--- src/sv/dto_pkg.sv ---
`default_nettype none
package dto_pkg;

    localparam int DATA_W      = 32;
    localparam int BW_W        = 14;
    localparam int COEF_BITS   = 30;
    localparam int US_PER_S    = 1000000;
    localparam int PROD_W      = 66;
    localparam int DIV_W       = 50;
    localparam int DIV_STEPS   = DIV_W;
    localparam int DIV_CNT_W   = $clog2(DIV_STEPS);
    localparam int CFG_IDX_W   = 1;

    localparam int DEF_SAMPLE_PERIOD_US = 1000;
    localparam int DEF_FRAC_BITS        = 16;

    localparam logic [CFG_IDX_W-1:0] REG_BANDWIDTH = 1'd0;
    localparam logic [CFG_IDX_W-1:0] REG_INERTIA   = 1'd1;

    localparam logic [BW_W-1:0]   BW_RESET      = 14'd100;
    localparam logic [DATA_W-1:0] INERTIA_RESET = 32'd65536;

    localparam logic [2:0] MUL_SQ  = 3'd0;
    localparam logic [2:0] MUL_TQ  = 3'd1;
    localparam logic [2:0] MUL_K1L = 3'd2;
    localparam logic [2:0] MUL_K2L = 3'd3;
    localparam logic [2:0] MUL_K3L = 3'd4;
    localparam logic [2:0] MUL_K1R = 3'd5;
    localparam logic [2:0] MUL_K2R = 3'd6;
    localparam logic [2:0] MUL_K3R = 3'd7;

    localparam logic [3:0] ACC_NONE = 4'd0;
    localparam logic [3:0] ACC_K    = 4'd1;
    localparam logic [3:0] ACC_TQ   = 4'd2;
    localparam logic [3:0] ACC_SET  = 4'd3;
    localparam logic [3:0] ACC_ADD  = 4'd4;
    localparam logic [3:0] ACC_SUB  = 4'd5;
    localparam logic [3:0] ACC_ZL   = 4'd6;
    localparam logic [3:0] ACC_ZR   = 4'd7;
    localparam logic [3:0] ACC_RES  = 4'd8;

    typedef struct packed {
        logic       load;
        logic       div_step;
        logic [2:0] mul_sel;
        logic [3:0] acc_op;
    } t_cmd;

    typedef struct packed {
        logic div_done;
    } t_status;

    typedef struct packed {
        logic              sat;
        logic [DATA_W-1:0] value;
    } t_clip;

    function automatic t_clip clip32(input logic signed [PROD_W-1:0] v);
        t_clip r;
        logic signed [PROD_W-1:0] max_v;
        logic signed [PROD_W-1:0] min_v;
        max_v = {{(PROD_W-DATA_W+1){1'b0}}, {(DATA_W-1){1'b1}}};
        min_v = {{(PROD_W-DATA_W+1){1'b1}}, {(DATA_W-1){1'b0}}};
        if (v > max_v) begin
            r.sat   = 1'b1;
            r.value = max_v[DATA_W-1:0];
        end else if (v < min_v) begin
            r.sat   = 1'b1;
            r.value = min_v[DATA_W-1:0];
        end else begin
            r.sat   = 1'b0;
            r.value = v[DATA_W-1:0];
        end
        return r;
    endfunction

endpackage
`default_nettype wire

--- src/sv/dto_ctrl.sv ---
`default_nettype none
module dto_ctrl
    import dto_pkg::*;
(
    input  wire logic    i_clk,
    input  wire logic    i_rst_n,
    input  wire logic    i_s_axis_tvalid,
    output logic         o_s_axis_tready,
    output logic         o_m_axis_tvalid,
    input  wire logic    i_m_axis_tready,
    input  wire t_status i_status,
    output t_cmd         o_cmd
);

    localparam logic [3:0] S_IDLE = 4'd0;
    localparam logic [3:0] S_DIV  = 4'd1;
    localparam logic [3:0] S_SQ   = 4'd2;
    localparam logic [3:0] S_KS   = 4'd3;
    localparam logic [3:0] S_TQ   = 4'd4;
    localparam logic [3:0] S_L1   = 4'd5;
    localparam logic [3:0] S_L2   = 4'd6;
    localparam logic [3:0] S_L3   = 4'd7;
    localparam logic [3:0] S_L4   = 4'd8;
    localparam logic [3:0] S_L5   = 4'd9;
    localparam logic [3:0] S_R1   = 4'd10;
    localparam logic [3:0] S_R2   = 4'd11;
    localparam logic [3:0] S_R3   = 4'd12;
    localparam logic [3:0] S_R4   = 4'd13;
    localparam logic [3:0] S_R5   = 4'd14;
    localparam logic [3:0] S_RES  = 4'd15;

    logic [3:0] r_state, n_state;
    logic       r_out_valid, n_out_valid;
    logic       w_slot_free;

    assign w_slot_free     = !r_out_valid || i_m_axis_tready;
    assign o_s_axis_tready = (r_state == S_IDLE);
    assign o_m_axis_tvalid = r_out_valid;

    always_comb begin
        n_state        = r_state;
        o_cmd.load     = 1'b0;
        o_cmd.div_step = 1'b0;
        o_cmd.mul_sel  = MUL_SQ;
        o_cmd.acc_op   = ACC_NONE;
        case (r_state)
            S_IDLE: begin
                if (i_s_axis_tvalid) begin
                    o_cmd.load = 1'b1;
                    n_state    = S_DIV;
                end
            end
            S_DIV: begin
                o_cmd.div_step = 1'b1;
                if (i_status.div_done) begin
                    n_state = S_SQ;
                end
            end
            S_SQ: begin
                o_cmd.mul_sel = MUL_SQ;
                n_state       = S_KS;
            end
            S_KS: begin
                o_cmd.acc_op  = ACC_K;
                o_cmd.mul_sel = MUL_TQ;
                n_state       = S_TQ;
            end
            S_TQ: begin
                o_cmd.acc_op = ACC_TQ;
                n_state      = S_L1;
            end
            S_L1: begin
                o_cmd.mul_sel = MUL_K1L;
                n_state       = S_L2;
            end
            S_L2: begin
                o_cmd.acc_op  = ACC_SET;
                o_cmd.mul_sel = MUL_K2L;
                n_state       = S_L3;
            end
            S_L3: begin
                o_cmd.acc_op  = ACC_ADD;
                o_cmd.mul_sel = MUL_K3L;
                n_state       = S_L4;
            end
            S_L4: begin
                o_cmd.acc_op = ACC_SUB;
                n_state      = S_L5;
            end
            S_L5: begin
                o_cmd.acc_op = ACC_ZL;
                n_state      = S_R1;
            end
            S_R1: begin
                o_cmd.mul_sel = MUL_K1R;
                n_state       = S_R2;
            end
            S_R2: begin
                o_cmd.acc_op  = ACC_SET;
                o_cmd.mul_sel = MUL_K2R;
                n_state       = S_R3;
            end
            S_R3: begin
                o_cmd.acc_op  = ACC_ADD;
                o_cmd.mul_sel = MUL_K3R;
                n_state       = S_R4;
            end
            S_R4: begin
                o_cmd.acc_op = ACC_SUB;
                n_state      = S_R5;
            end
            S_R5: begin
                o_cmd.acc_op = ACC_ZR;
                n_state      = S_RES;
            end
            S_RES: begin
                if (w_slot_free) begin
                    o_cmd.acc_op = ACC_RES;
                    n_state      = S_IDLE;
                end
            end
            default: begin
                n_state = S_IDLE;
            end
        endcase
    end

    always_comb begin
        n_out_valid = r_out_valid && !i_m_axis_tready;
        if (o_cmd.acc_op == ACC_RES) begin
            n_out_valid = 1'b1;
        end
    end

    always_ff @(posedge i_clk) begin
        if (!i_rst_n) begin
            r_state     <= S_IDLE;
            r_out_valid <= 1'b0;
        end else begin
            r_state     <= n_state;
            r_out_valid <= n_out_valid;
        end
    end

endmodule
`default_nettype wire

--- src/sv/dto_datapath.sv ---
`default_nettype none
module dto_datapath
    import dto_pkg::*;
#(
    parameter int SAMPLE_PERIOD_US = DEF_SAMPLE_PERIOD_US,
    parameter int FRAC_BITS        = DEF_FRAC_BITS
) (
    input  wire logic                 i_clk,
    input  wire logic                 i_rst_n,
    input  wire logic                 i_cfg_valid,
    input  wire logic [CFG_IDX_W-1:0] i_cfg_index,
    input  wire logic [DATA_W-1:0]    i_cfg_data,
    input  wire logic [DATA_W-1:0]    i_accel_estimate,
    input  wire logic [DATA_W-1:0]    i_torque_ref_rate,
    input  wire t_cmd                 i_cmd,
    output t_status                   o_status,
    output logic [DATA_W-1:0]         o_disturbance_estimate,
    output logic                      o_saturated
);

    localparam logic [DIV_W-1:0] DIV_NUM = DIV_W'(US_PER_S) << COEF_BITS;
    localparam logic signed [PROD_W-1:0] COEF_HALF = PROD_W'(1) << (COEF_BITS - 1);
    localparam logic signed [PROD_W-1:0] FRAC_HALF = PROD_W'(1) << (FRAC_BITS - 1);
    localparam logic [DATA_W:0] J_ONE = (DATA_W + 1)'(1) << FRAC_BITS;
    localparam logic signed [DATA_W:0] K_UNIT = (DATA_W + 1)'(1) << COEF_BITS;

    logic [BW_W-1:0]          r_bw;
    logic [DATA_W-1:0]        r_inertia;
    logic signed [DATA_W-1:0] r_accel, r_rate;
    logic [DATA_W-1:0]        r_s;
    logic [COEF_BITS:0]       r_rem;
    logic [DIV_W-1:0]         r_num;
    logic [DIV_CNT_W-1:0]     r_div_cnt;
    logic signed [DATA_W:0]   r_k1;
    logic [DATA_W-1:0]        r_k2;
    logic [COEF_BITS:0]       r_k3;
    logic signed [PROD_W-1:0] r_prod;
    logic signed [PROD_W-1:0] r_acc;
    logic signed [DATA_W-1:0] r_tq, r_nrate;
    logic signed [DATA_W-1:0] r_lp1, r_lp2, r_rp1, r_rp2;
    logic signed [DATA_W-1:0] r_zl, r_zr;
    logic                     r_flag;
    logic [DATA_W-1:0]        r_out_data;
    logic                     r_out_sat;

    logic [DATA_W-1:0]        w_s;
    logic [DATA_W-1:0]        w_trial;
    logic                     w_ge;
    logic [COEF_BITS:0]       w_g;
    logic [PROD_W-1:0]        w_k3_wide;
    logic [COEF_BITS:0]       w_k3;
    logic [DATA_W-1:0]        w_k2;
    logic [DATA_W:0]          w_j;
    logic signed [DATA_W:0]   w_ma, w_mb;
    logic signed [PROD_W-1:0] w_prod;
    t_clip                    w_tq, w_nrate, w_z, w_res;
    logic signed [PROD_W-1:0] w_sum;

    assign w_s     = DATA_W'(US_PER_S) + DATA_W'(r_bw) * DATA_W'(SAMPLE_PERIOD_US);
    assign w_trial = {r_rem, r_num[DIV_W-1]};
    assign w_ge    = (w_trial >= r_s);
    assign w_g     = r_num[COEF_BITS:0];

    assign o_status.div_done = (r_div_cnt == DIV_CNT_W'(DIV_STEPS - 1));

    assign w_k3_wide = r_prod + COEF_HALF;
    assign w_k3      = w_k3_wide[COEF_BITS +: COEF_BITS + 1];
    assign w_k2      = {w_g, 1'b0};
    assign w_j       = (r_inertia == '0) ? J_ONE : {1'b0, r_inertia};

    always_comb begin
        case (i_cmd.mul_sel)
            MUL_SQ: begin
                w_ma = {1'b0, 1'b0, w_g};
                w_mb = {1'b0, 1'b0, w_g};
            end
            MUL_TQ: begin
                w_ma = (DATA_W + 1)'(r_accel);
                w_mb = w_j;
            end
            MUL_K1L: begin
                w_ma = r_k1;
                w_mb = (DATA_W + 1)'(r_tq);
            end
            MUL_K2L: begin
                w_ma = {1'b0, r_k2};
                w_mb = (DATA_W + 1)'(r_lp1);
            end
            MUL_K3L: begin
                w_ma = {1'b0, 1'b0, r_k3};
                w_mb = (DATA_W + 1)'(r_lp2);
            end
            MUL_K1R: begin
                w_ma = r_k1;
                w_mb = (DATA_W + 1)'(r_nrate);
            end
            MUL_K2R: begin
                w_ma = {1'b0, r_k2};
                w_mb = (DATA_W + 1)'(r_rp1);
            end
            MUL_K3R: begin
                w_ma = {1'b0, 1'b0, r_k3};
                w_mb = (DATA_W + 1)'(r_rp2);
            end
            default: begin
                w_ma = '0;
                w_mb = '0;
            end
        endcase
    end

    assign w_prod  = w_ma * w_mb;
    assign w_tq    = clip32((r_prod + FRAC_HALF) >>> FRAC_BITS);
    assign w_nrate = clip32(-PROD_W'(r_rate));
    assign w_z     = clip32((r_acc + COEF_HALF) >>> COEF_BITS);
    assign w_sum   = PROD_W'(r_zl) + PROD_W'(r_zr);
    assign w_res   = clip32(-w_sum);

    always_ff @(posedge i_clk) begin
        if (!i_rst_n) begin
            r_bw      <= BW_RESET;
            r_inertia <= INERTIA_RESET;
        end else if (i_cfg_valid) begin
            case (i_cfg_index)
                REG_BANDWIDTH: r_bw      <= i_cfg_data[BW_W-1:0];
                REG_INERTIA:   r_inertia <= i_cfg_data;
                default: begin
                end
            endcase
        end
    end

    always_ff @(posedge i_clk) begin
        if (!i_rst_n) begin
            r_lp1  <= '0;
            r_lp2  <= '0;
            r_rp1  <= '0;
            r_rp2  <= '0;
            r_flag <= 1'b0;
        end else begin
            if (i_cmd.load) begin
                r_flag <= 1'b0;
            end
            case (i_cmd.acc_op)
                ACC_TQ: r_flag <= r_flag | w_tq.sat | w_nrate.sat;
                ACC_ZL: begin
                    r_flag <= r_flag | w_z.sat;
                    r_lp2  <= r_lp1;
                    r_lp1  <= w_z.value;
                end
                ACC_ZR: begin
                    r_flag <= r_flag | w_z.sat;
                    r_rp2  <= r_rp1;
                    r_rp1  <= w_z.value;
                end
                default: begin
                end
            endcase
        end
    end

    always_ff @(posedge i_clk) begin
        r_prod <= w_prod;
        if (i_cmd.load) begin
            r_accel   <= i_accel_estimate;
            r_rate    <= i_torque_ref_rate;
            r_s       <= w_s;
            r_num     <= DIV_NUM + DIV_W'(w_s >> 1);
            r_rem     <= '0;
            r_div_cnt <= '0;
        end
        if (i_cmd.div_step) begin
            r_rem     <= w_ge ? (COEF_BITS + 1)'(w_trial - r_s) : w_trial[COEF_BITS:0];
            r_num     <= {r_num[DIV_W-2:0], w_ge};
            r_div_cnt <= r_div_cnt + DIV_CNT_W'(1);
        end
        case (i_cmd.acc_op)
            ACC_K: begin
                r_k3 <= w_k3;
                r_k2 <= w_k2;
                r_k1 <= K_UNIT - $signed({1'b0, w_k2}) + $signed({2'b00, w_k3[COEF_BITS-1:0]})
                        + $signed((DATA_W + 1)'({w_k3[COEF_BITS], {COEF_BITS{1'b0}}}));
            end
            ACC_TQ: begin
                r_tq    <= w_tq.value;
                r_nrate <= w_nrate.value;
            end
            ACC_SET: r_acc <= r_prod;
            ACC_ADD: r_acc <= r_acc + r_prod;
            ACC_SUB: r_acc <= r_acc - r_prod;
            ACC_ZL:  r_zl  <= w_z.value;
            ACC_ZR:  r_zr  <= w_z.value;
            ACC_RES: begin
                r_out_data <= w_res.value;
                r_out_sat  <= r_flag | w_res.sat;
            end
            default: begin
            end
        endcase
    end

    assign o_disturbance_estimate = r_out_data;
    assign o_saturated            = r_out_sat;

endmodule
`default_nettype wire

--- src/sv/disturbance_torque_observer.sv ---
// Result tvalid rises once the divide and multiply steps for an item are done.
// Items run one at a time; the 50-step serial divide for the filter gain and
// the one shared 33x33 multiplier, used eight times, set the pace.
// A finished result waits in the output register while the next item runs.
// Reset (synchronous, active low) clears filter history and output valid and
// restores bandwidth 100 and inertia 1.0.
`default_nettype none
module disturbance_torque_observer
    import dto_pkg::*;
#(
    parameter int SAMPLE_PERIOD_US = DEF_SAMPLE_PERIOD_US,
    parameter int FRAC_BITS        = DEF_FRAC_BITS
) (
    input  wire logic                 i_clk,
    input  wire logic                 i_rst_n,
    input  wire logic                 i_cfg_valid,
    output logic                      o_cfg_ready,
    input  wire logic [CFG_IDX_W-1:0] i_cfg_index,
    input  wire logic [DATA_W-1:0]    i_cfg_data,
    input  wire logic                 i_s_axis_tvalid,
    output logic                      o_s_axis_tready,
    // [31:0] accel_estimate, [63:32] torque_ref_rate
    input  wire logic [2*DATA_W-1:0]  i_s_axis_tdata,
    output logic                      o_m_axis_tvalid,
    input  wire logic                 i_m_axis_tready,
    // [31:0] disturbance_estimate
    output logic [DATA_W-1:0]         o_m_axis_tdata,
    // [0] saturated
    output logic [0:0]                o_m_axis_tuser
);

    t_cmd    w_cmd;
    t_status w_status;

    assign o_cfg_ready = 1'b1;

    dto_ctrl u_ctrl (
        .i_clk           (i_clk),
        .i_rst_n         (i_rst_n),
        .i_s_axis_tvalid (i_s_axis_tvalid),
        .o_s_axis_tready (o_s_axis_tready),
        .o_m_axis_tvalid (o_m_axis_tvalid),
        .i_m_axis_tready (i_m_axis_tready),
        .i_status        (w_status),
        .o_cmd           (w_cmd)
    );

    dto_datapath #(
        .SAMPLE_PERIOD_US (SAMPLE_PERIOD_US),
        .FRAC_BITS        (FRAC_BITS)
    ) u_datapath (
        .i_clk                  (i_clk),
        .i_rst_n                (i_rst_n),
        .i_cfg_valid            (i_cfg_valid),
        .i_cfg_index            (i_cfg_index),
        .i_cfg_data             (i_cfg_data),
        .i_accel_estimate       (i_s_axis_tdata[DATA_W-1:0]),
        .i_torque_ref_rate      (i_s_axis_tdata[2*DATA_W-1:DATA_W]),
        .i_cmd                  (w_cmd),
        .o_status               (w_status),
        .o_disturbance_estimate (o_m_axis_tdata),
        .o_saturated            (o_m_axis_tuser[0])
    );

endmodule
`default_nettype wire

--- config.mk ---
export PLATFORM = sky130hd
export DESIGN_NAME = disturbance_torque_observer
export DESIGN_NICKNAME = d
export VERILOG_FILES = /design/src/sv/dto_pkg.sv /design/src/sv/dto_ctrl.sv /design/src/sv/dto_datapath.sv /design/src/sv/disturbance_torque_observer.sv
export SDC_FILE = /design/constraint.sdc
export NUM_CORES = 2
export LEC_CHECK = 0
export BUFFER_PORTS_ARGS = -buffer_cell sky130_fd_sc_hd__buf_2
export CELL_PAD_IN_SITES_DETAIL_PLACEMENT = 1
export CELL_PAD_IN_SITES_GLOBAL_PLACEMENT = 1
export CORE_UTILIZATION = 47
export CTS_CLUSTER_DIAMETER = 30
export DETAILED_ROUTE_END_ITERATION = 10
export PLACE_DENSITY_LB_ADDON = 0.1
export RECOVER_POWER = 50
export SLEW_MARGIN = 10
export SYNTH_ARGS = -nofsm -noshare
export SYNTH_HDL_FRONTEND = slang
export SYNTH_SLANG_ARGS = --single-unit
--- constraint.sdc ---
create_clock -name i_clk -period 12.4 [get_ports i_clk]
set_input_delay 0.62 -clock i_clk [delete_from_list [all_inputs] [get_ports i_clk]]
set_output_delay 0.62 -clock i_clk [all_outputs]
set_load 0.03 [all_outputs]
==> run metrics <==
grt ovf 0; Setup CP Type flop to flop; first-pass GRT wire length 462000 um; Slew headroom -199%; reg-to-reg slack, setup 370 ps; most frequent cells in the layout 1476 x inv_1, 1195 x fa_1, 1186 x nand2_1; min-delay src i_s_axis_tdata[22]; WP data arrival 12730 ps; worst slew pin tran 4490 ps; Clock Latency Late Sink 840 ps; CTS buffer count 192; nets 10700; Synth cell types 95; Die H 420 um; Routed WL per cell 27.0 um; register area 19800 sq um; yosys warns 0; CP required 13100 ps; max-cap viol count 16; Final Hold Viols 0; PortBufs 136; Setup Skew 73.6 ps; setup tns final 0 ps; area grow syn2layout 13.7%; Fillers 19500; R2R Path End u_datapath.r_prod[63]; DR DRC count 0; CTS clk-pin slew, worst paths 50 ps; startpoint types flop; failing checks capacitance limit, slew limit; vias in the first global route 72200; Post-synth EDFFs 494; Worst R2R Start u_ctrl.r_state[0]; kind of end point of the critical path flop; Seq/Total Area, Yosys 24.1%; GRT Util Overall 35.5%; DP Worst Slack 461 ps; first-pass iteration count of the detailed router 8; routed vias 67100; cells after synthesis 8841; Final GP Congestion 0.993; final WL 310000 um; top cell family by delay on the critical path adder cells; Buffers & Inverters on Critical Path 7; Achievable Freq 0.0831 GHz; Hold Crit Class input port to flop; area of the multi-input gates 55600 sq um; Initial Utilization 47.6%; Yosys reg bits 740; crit path launch u_ctrl.r_state[0]; largest net degree at the start of global routing 98; Avg Synthesized Cell Area 9.28 sq um; CP max stage delay 820 ps; cell mode on critical path fa_1; R2R cell count 33; Starting DRT DRC Count 5421; worst hold path depth 1; final setup fails 0; Period minus WS final 12030 ps; # IOs 138; Syn Std Cell Area 82100 sq um; Die Width 420 um; Worst Hold Path EP u_datapath.r_accel[22]; Post-synth ARST share 0%; part of the cycle the worst path needs 97.1%; TritonCTS clock tree built; initial antenna violation count 10; Crit-path slowest cell a221oi_1; drt via density 5.85; outcome finished, violations left; HPWL after detailed placement 244000 um; commonest non-fill, non-tap cell in the layout inv_1; Clock Tree Buf Depth 3; final setup margin 365 ps; H-tree depth 4; Routed Antenna Nets 0; num rows 152; die outline area 176000 sq um; ys flop type edfxtp_1; Root Driver clkbuf_16; Slew Viols, Final 731; syn_nets 10600; RSZ-0062 raised after global routing false; layout cell share with drive strength beyond 1 8.33%; worst-path fanout max 11; core area 172000 sq um; clk sink count 740
metal layers:
layer  up-vias  routed length, um  global-route usage (%)
met5         -                 38                       0
met4         6              18900                    18.3
met3       728              23300                    6.79
met2      2538             143000                    56.7
met1     34900             124000                    45.8
li1      28900                  -                       -
through the flow:
stage	hold WS (ps)	util [%]	instances	area [sq um]
detailed placement	460	49.9	11000	86000
finish	46.8	54.1	11500	93300
floorplan	443	-	8841	82100
global placement	450	49.9	11000	86000
global route	32.5	54.1	11500	93300
CTS	0.901	54.1	11500	93400
cells by family after synthesis:
group                    after synthesis  synth area share [%]
flip-flops                           740                  24.1
XOR/XNOR                             447                  4.77
adder cells (fa/ha/maj)             1654                  36.1
AO/OA/AOI/OAI                       1439                  12.0
AND/OR/NAND/NOR                     2612                  13.9
other                                  1               0.00457
multiplexers                          14                 0.183
buffers and inverters               1934                  8.89
flip-flops by register name, summed over array words and instances (netlist names), 32 cells and up:
register / cells
u_datapath.r_tq: 32
u_datapath.r_lp2: 32
u_datapath.r_acc: 66
u_datapath.r_inertia: 32
u_datapath.r_zl: 32
u_datapath.r_zr: 32
u_datapath.r_rate: 32
u_datapath.r_k1: 32
u_datapath.r_accel: 32
u_datapath.r_prod: 66
u_datapath.r_rp1: 32
u_datapath.r_num: 50
u_datapath.r_nrate: 32
u_datapath.r_rp2: 32
u_datapath.o_disturbance_estimate: 32
u_datapath.r_lp1: 32
worst max path at each step:
stage	end	slack [ps]	cells past startpoint
after floorplan	u_datapath.r_prod[64]	1520	34
after global placement	u_datapath.r_prod[65]	610	33
after detailed placement	u_datapath.r_prod[65]	460	34
after CTS	u_datapath.r_prod[65]	280	34
after global routing	u_datapath.r_prod[63]	50	33
final	u_datapath.r_prod[63]	370	33
cells in the mapped netlist (all sizes together) (120+ instances only):
cell type,number,area [sq um]
xnor2,280,2450
clkbuf,418,1570
o21ai,235,1180
nor2,749,2810
a21o,142,1070
ha,459,5740
dfxtp,246,4920
a21oi,288,1460
inv,1479,5550
fa,1195,23900
xor2,167,1460
nand2,1186,4450
edfxtp,494,14800
a21boi,120,901
worst reg2reg max path, delay by kind of cell (launching register included):
kind                       cells  cell delay, ps
DFF                            1             590
AOI/OAI and AO/OA              9            2940
buffers and inverters          7            1010
xor gates and xnor gates       1             150
adders and majority gates      9            4700
and+or+nand+nor                7            2490
what timing repair did:
action	4_1_cts	5_1_grt
gates resized for setup	0	13
endpoints found under the hold margin	63	0
setup buffers	0	2
endpoints found under the setup margin	0	4
hold buffers	63	0
cell type report:
type,count,area share (%)
Antenna cell,4,0.0107
Clock buffer,242,5.70
Clock inverter,119,1.48
Inverter,1480,5.96
Multi-Input combinational cell,6168,59.6
Sequential cell,740,21.2
Tap cell,2310,3.10
Timing Repair Buffer,403,3.01
Power is left out: the tool's default activity adds up to more than one toggle a clock period on the data nets, which glitch-free logic cannot reach.
